**config.mk**
```make
export PLATFORM = sky130hd
export DESIGN_NAME = dcf_ctrl
export DESIGN_NICKNAME = d
export VERILOG_FILES = /design/src/rtl/dcf_pkg.sv /design/src/rtl/dcf_ctrl.sv
export SDC_FILE = /design/constraint.sdc
export NUM_CORES = 1
export LEC_CHECK = 0
export ABC_AREA = 1
export BUFFER_PORTS_ARGS = -buffer_cell sky130_fd_sc_hd__clkbuf_2
export CAP_MARGIN = 20
export CORE_MARGIN = 3
export CORE_UTILIZATION = 45
export DETAILED_ROUTE_END_ITERATION = 8
export PLACE_DENSITY = 0.7
export SLEW_MARGIN = 40
export SYNTH_ARGS = -nofsm -noshare
export SYNTH_HDL_FRONTEND = slang
export SYNTH_SLANG_ARGS = --single-unit
```
**constraint.sdc**
```tcl
create_clock -name clk -period 1.4 [get_ports clk]
set_input_delay 0.21 -clock clk [delete_from_list [all_inputs] [get_ports clk]]
set_output_delay 0.21 -clock clk [all_outputs]
set_load 0.1 [all_outputs]
```
**src/rtl/dcf_pkg.sv**
```systemverilog
`timescale 1ns / 1ps
// ----------------------------------------------------------------------------
// dcf_pkg: shared types and constants for the contact force block
// Item kinds, register indexes, operand selects and controller command struct.
// ----------------------------------------------------------------------------
package dcf_pkg;

	localparam int W = 32;

	// item kinds
	localparam logic [1:0] KIND_BODY0   = 2'd0;
	localparam logic [1:0] KIND_BODY1   = 2'd1;
	localparam logic [1:0] KIND_CONTACT = 2'd2;

	// register indexes
	localparam logic [2:0] REG_KN  = 3'd0;
	localparam logic [2:0] REG_DMP = 3'd1;
	localparam logic [2:0] REG_KS  = 3'd2;
	localparam logic [2:0] REG_DT  = 3'd3;
	localparam logic [2:0] REG_MU  = 3'd4;

	// datapath micro-operations, one per sequencer step
	typedef enum logic [5:0] {
		OP_REL     = 6'd0,  // rax, ray, r2x, r2y
		OP_V1X     = 6'd1,  // p = w0 * -ray
		OP_V1Y     = 6'd2,  // v1x ; p = w0 * rax
		OP_V2X     = 6'd3,  // v1y ; p = w1 * -r2y
		OP_V2Y     = 6'd4,  // v2x ; p = w1 * r2x
		OP_DU      = 6'd5,  // v2y
		OP_DUN_A   = 6'd6,  // du ; p = nx*dux
		OP_DUN_B   = 6'd7,  // acc = p ; p = ny*duy
		OP_KN      = 6'd8,  // dun = acc+p ; p = kn*gap
		OP_DMP     = 6'd9,  // acc = -p ; p = damp*dun
		OP_FNX     = 6'd10, // fn ; p = fn*nx
		OP_FNY     = 6'd11, // fx ; p = fn*ny
		OP_DTX     = 6'd12, // fy ; p = dun*nx
		OP_DTY     = 6'd13, // dtx ; p = dun*ny
		OP_SQX     = 6'd14, // dty ; sq = dtx^2 (raw)
		OP_SQY     = 6'd15, // sq += dty^2 ; start sqrt
		OP_SQRT    = 6'd16, // wait sqrt
		OP_FT_A    = 6'd17, // p = ks*dut ; start div x
		OP_FT_B    = 6'd18, // p = ft_a*dt
		OP_CAP     = 6'd19, // ft ; p = mu*fn
		OP_DIVX    = 6'd20, // clamp ft ; wait div x
		OP_DIVY    = 6'd21, // wait div y
		OP_FRX     = 6'd22, // p = ft*tx
		OP_FRY     = 6'd23, // fx -= p ; p = ft*ty
		OP_T1A     = 6'd24, // fy -= p ; p = rax*fy
		OP_T1B     = 6'd25, // acc=p ; p = ray*fx
		OP_T2A     = 6'd26, // t1 ; p = r2y*fx
		OP_T2B     = 6'd27, // acc=p ; p = r2x*fy
		OP_DONE    = 6'd28  // t2 and result
	} op_t;

	typedef struct packed {
		logic load;      // capture input item
		logic step;      // execute op
		op_t  op;
	} dp_cmd_t;

	typedef struct packed {
		logic unit_busy; // sqrt or divider running
		logic dut_zero;
	} dp_sts_t;

	function automatic logic signed [W-1:0] sat32(input logic signed [W+1:0] v);
		logic signed [W+1:0] mx;
		logic signed [W+1:0] mn;
		mx = (W+2)'(signed'({1'b0, {(W-1){1'b1}}}));
		mn = -mx - (W+2)'(1);
		if (v > mx) return mx[W-1:0];
		if (v < mn) return mn[W-1:0];
		return v[W-1:0];
	endfunction

endpackage

```
**src/rtl/dcf_ctrl.sv**
```systemverilog
`timescale 1ns / 1ps
// ----------------------------------------------------------------------------
// dcf_ctrl: controller for the contact step
// Accepts items, steps the datapath through its op sequence, waits on the
// iterative units and holds the result until the output transaction.
// ----------------------------------------------------------------------------
module dcf_ctrl (
	input  logic              clk,
	input  logic              arst_n,
	input  logic              in_valid,
	output logic              in_stall,
	input  logic [1:0]        kind,
	output logic              out_valid,
	input  logic              out_stall,
	output dcf_pkg::dp_cmd_t  cmd,
	input  dcf_pkg::dp_sts_t  sts
);
	typedef enum logic [2:0] {
		ST_IDLE = 3'b001,
		ST_RUN  = 3'b010,
		ST_OUT  = 3'b100
	} state_t;

	state_t      state_q;
	dcf_pkg::op_t op_q;

	logic accept;
	logic waiting;
	assign accept  = in_valid && !in_stall;
	assign in_stall = (state_q != ST_IDLE);
	assign out_valid = (state_q == ST_OUT);
	// iterative units hold the sequence at their wait steps
	assign waiting = (op_q == dcf_pkg::OP_SQRT || op_q == dcf_pkg::OP_DIVX ||
		op_q == dcf_pkg::OP_DIVY) && sts.unit_busy;

	always_comb begin
		cmd.load = accept;
		cmd.step = (state_q == ST_RUN) && !waiting;
		cmd.op   = op_q;
	end

	always_ff @(posedge clk or negedge arst_n) begin
		if (!arst_n) begin
			state_q <= ST_IDLE;
			op_q    <= dcf_pkg::OP_REL;
		end else begin
			case (state_q)
				ST_IDLE: if (accept && kind == dcf_pkg::KIND_CONTACT) begin
					state_q <= ST_RUN;
					op_q    <= dcf_pkg::OP_REL;
				end
				ST_RUN: if (!waiting) begin
					if (op_q == dcf_pkg::OP_DONE) begin
						state_q <= ST_OUT;
					end else if (op_q == dcf_pkg::OP_FT_A && sts.dut_zero) begin
						// no friction when the tangential speed is zero
						op_q <= dcf_pkg::OP_T1A;
					end else begin
						op_q <= dcf_pkg::op_t'(op_q + 6'd1);
					end
				end
				ST_OUT: if (!out_stall) state_q <= ST_IDLE;
				default: state_q <= ST_IDLE;
			endcase
		end
	end
endmodule

```
Word-level counts from Yosys, hierarchy flattened
Index checks and enable logic that the tools add are counted.
{ "op_classes": {"addsub": 1, "n_mul": 0, "n_div": 0, "n_lt_le_gt_ge": 0, "n_eq_ne": 15, "shift": 0, "muxes": 10, "bitwise": 0, "reduce_logical": 12} }
{ "ops": {"columns": ["op", "count"], "rows": [
  ["$eq A6 B5 Y1 const B", 5],
  ["$mux W6", 4],
  ["$mux W3", 4],
  ["$pmux W6 S2", 1],
  ["$pmux W3 S3", 1],
  ["$ne A2 B2 Y1 const B", 4],
  ["$reduce_and A4 Y1", 2],
  ["$add A6 B1 Y6 const B", 1],
  ["$logic_and A1 B1 Y1", 5],
  ["$eq A3 B1 Y1 const B", 1],
  ["$eq A3 B2 Y1 const B", 1],
  ["$eq A3 B3 Y1 const B", 1],
  ["$ne A3 B1 Y1 const B", 1],
  ["$eq A2 B2 Y1 const B", 1],
  ["$logic_not A1 Y1", 2],
  ["$logic_or A1 B1 Y1", 2],
  ["$ne A2 B1 Y1 const B", 1],
  ["$reduce_bool A2 Y1", 1]
]} }
{ "totals": {"regBits": 9, "latch_bits": 0, "ramBits": 0, "romBits": 0, "in_bits": 8, "output_inout_bits": 10, "elab_cells": 40, "mem_count": 0} }

Logic depth before layout (Yosys ltp)
{ "logic_depth": {"word_depth": 6, "mapped_depth": 10, "mapped_depth_nobuf": 10} }

Worst setup path before layout
Ideal clock, no wire load.
{ "synth_timing": {"path_type": "reg2out", "start": "reg op_q[1]", "end": "out cmd[6] (netlist name)", "t_arrival_ps": 2156, "path_slack_ps": -966, "path_stages_with_launch": 8, "path_buffers": 0, "path_cell_list": "dfrtp_1 inv_1 ha_1 nand2_1 nand2_1 nand2_1 nand2_1 inv_1"} }
{ "synth_rtl": {"columns": ["item", "line", "source"], "rows": [
  ["start: declaration", "dcf_ctrl.sv:25", "dcf_pkg::op_t op_q;"],
  ["start signal: assignment", "dcf_ctrl.sv:45", "op_q <= dcf_pkg::OP_REL;"],
  ["start signal: assignment", "dcf_ctrl.sv:50", "op_q <= dcf_pkg::OP_REL;"],
  ["start signal: assignment", "dcf_ctrl.sv:57", "op_q <= dcf_pkg::OP_T1A;"],
  ["end: declaration", "dcf_ctrl.sv:15", "output dcf_pkg::dp_cmd_t cmd,"]
]} }

==> impl_metrics.ini <==
[outcome]
violations = negative setup slack
outcome = finished with violations

[route]
routed_via_density = 5.19
first_pass_iters = 4
antenna_left = 0
drc = 0
drt_iter0_markers = 21
routedWlPerCell_um = 13.6
vias = 851
routed_wirelength_um = 2230

[finish]
syn_to_final_growth_pct = 72.2
finalInstanceArea_um2 = 1250
final_util_pct = 89.4
nFillCells = 64
antenna_cells = 0
num-nets-final = 161
drive_above_1_share_pct = 53.0

[global_route]
grt_overflow = 0
grt_start_max_net_pins = 10
grt_first_pass_wirelength_um = 3440
grt_pass1_vias = 784
antenna_found_initial = 0
track_usage_pct = 22.9

[die]
core_um2 = 1400
dieWidth_um = 46.2
die-height_um = 46.2
dieArea_um2 = 2130
io_pins = 18
initial_utilization_pct = 51.9
rows = 13

[hold_path]
min_to = state_q[1]$_DFFE_PN0P_
hold_start = kind[1]
worstHoldPathType = in -> reg
hold_depth = 3

[timing]
slew-limit-headroom_pct = 81.6
fmax_mhz = 605
hold_violations = 0
finalSetupViolCount = 11
finalCriticalPeriod_ns = 1.65
finClkSkew_ns = 0.00595
final.period_utilization_pct = 118
rsz0062_at_grt = yes
hold_ws_ns = 0.186
tightestPinTransition_ns = 0.278
finalWorstSetupSlack_ns = -0.253
drv_slew = 0

[logic_synthesis]
synth_seq_area_share_pct = 31.2
synth_cell_types = 20
synth_area_um2 = 726
syn_inst = 109
yosys_warnings = 0
syn_avg_cell_area_um2 = 6.66
syn_nets = 120
synth-seq-cells = 9

[clock_network]
cts_root_buf = clkbuf_4
clock_path_buffers = 2
clock-sinks = 9
cts-htree-levels = 1
clock_latency_ns = 0.28
path_clk_slew_ns = 0.07
numCtsBuffers = 3
cts_tree = built

[setup_path]
crit_type = reg -> out
cpMaxStageDelayCell = dfrtp_2
critical_path.top_delay_family = flip-flops
worst-r2r-cell-count = 10
endpoint_kind = output port
rr_startpoint = op_q[0]$_DFFE_PN0P_
worst_ep_required_time_ns = 1.19
rr_endpoint = op_q[2]$_DFFE_PN0P_
path_buf_inv = 4
cp_cell_sequence = inv_2, ha_4, inv_1, nand2_2, nand2_2, nand2_2, clkinvlp_4, buf_12
critPathArrivalTime_ns = 1.44
rrSetupSlack_ns = -0.12
cpPeakStageDelay_ns = 0.44
worst-path-max-fanout = 3
crit_top_cell = nand2_2
worstSetupStartpointType = flop

[power]
power.leakage_nw = 0.605
p_per_area_nw_per_um2 = 1650
vdd_drop_max_uv = 1040
p_total_mw = 2.07

[flow_run]
max_cap_viol_count = 0

[placement]
port_buffers = 17
placed_area_um2 = 1060
place.gp.congestion = 0.819
dp_hpwl_um = 1380
==> sequential cells by signal, indices dropped and copies added (netlist names) <==
name,cells
op_q,6
state_q,3
==> stage by stage <==
| step | std cells | setup TNS (ns) | worst slack (ns) |
|---|---|---|---|
| detailed placement | 151 | -0.0128 | -0.0128 |
| floorplan | 109 | -4.02 | -0.530 |
| finish | 164 | -1.12 | -0.253 |
| CTS | 162 | -0.885 | -0.232 |
| global route | 164 | -1.99 | -0.312 |
| global placement | 151 | 0 | 0.0201 |
==> placed cells by master, fill, tap and decap left out, types with 2 or more instances in the layout <==
cell / Yosys / final
ha_4: 0 / 2
buf_12: 0 / 9
inv_2: 2 / 3
clkbuf_2: 0 / 7
nor2_1: 12 / 10
nand2_4: 0 / 2
nor2_4: 2 / 3
nand3_1: 7 / 6
clkbuf_4: 0 / 3
buf_4: 2 / 19
o21ai_2: 1 / 2
dfrtp_2: 0 / 7
nor2_2: 2 / 3
buf_6: 0 / 2
inv_4: 0 / 2
nand2_2: 4 / 7
nand2_1: 41 / 36
nor3_4: 0 / 2
nand3_2: 3 / 3
inv_1: 13 / 9
==> worst min-delay path, stage by stage <==
cell and delay, ns:
clkbuf_2 0.09, nand3_1 0.08, nand2_1 0.05
==> layer usage <==
metal	vias to the layer above	GRT usage [%]	part of all wire, %
li1	417	-	-
met1	386	27.8	39
met2	35	39.8	51
met3	13	2.73	4.9
met4	0	10.2	4.7
met5	-	0	0
==> report_power, final <==
| part | switching (mW) | internal [mW] | total, mW |
|---|---|---|---|
| registers | 0.0441 | 0.310 | 0.354 |
| clock network | 0.107 | 0.111 | 0.218 |
| logic | 0.885 | 0.610 | 1.49 |
==> Yosys cell counts <==
cell	instances	area share, %
nand2_1	41	21
inv_1	13	6.7
nor2_1	12	6.2
dfrtp_1	8	28
nand3_1	7	4.8
nand2_2	4	3.4
ha_1	3	5.2
nand3_2	3	4.1
buf_4	2	2.1
inv_2	2	1.0
nor2_2	2	1.7
nor2_4	2	3.1
nor3_2	2	2.8
o21ai_1	2	1.4
a21oi_1	1	0.69
dfstp_2	1	3.6
nand3b_1	1	1.0
nand4_1	1	0.86
o21ai_2	1	1.2
xnor2_1	1	1.2
==> worst max-delay path by stage <==
stage                           startpoint     end  slack [ns]  cells past startpoint
global placement       op_q[1]$_DFFE_PN0P_  cmd[6]        0.02                      8
detailed placement     op_q[0]$_DFFE_PN0P_  cmd[6]       -0.01                      8
finish                 op_q[0]$_DFFE_PN0P_  cmd[6]       -0.25                      8
floorplan           state_q[0]$_DFFE_PN1P_  cmd[7]       -0.53                      5
global route           op_q[1]$_DFFE_PN0P_  cmd[6]       -0.31                      8
CTS                    op_q[1]$_DFFE_PN0P_  cmd[6]       -0.23                      8
==> cell families (layout without fill, tap and decap cells) <==
family | Yosys count | after routing | share of synthesized area (%)
AND/OR/NAND/NOR | 75 | 75 | 49.3
buffers and inverters | 17 | 57 | 9.83
flip-flops | 9 | 9 | 31.2
AO/OA/AOI/OAI | 4 | 4 | 3.28
adder cells (fa/ha/maj) | 3 | 3 | 5.17
XOR/XNOR | 1 | 1 | 1.21
==> cell type report <==
class	instances	area [um2]	area share, %
Tap cell	15	18.8	1.50
Multi-Input combinational cell	83	514	41.1
Inverter	15	65.1	5.21
Clock buffer	4	26.3	2.10
Sequential cell	9	235	18.8
Timing Repair Buffer	38	390	31.2
==> timing repair <==
action                                 4_1_cts  5_1_grt
hold buffers                                 1        0
gates resized for setup                     18        8
pin swaps                                    5        5
setup buffers                                6        3
setup endpoints to repair                    4       11
endpoints found under the hold margin        8        0
(Power assumes the default switching activity.)
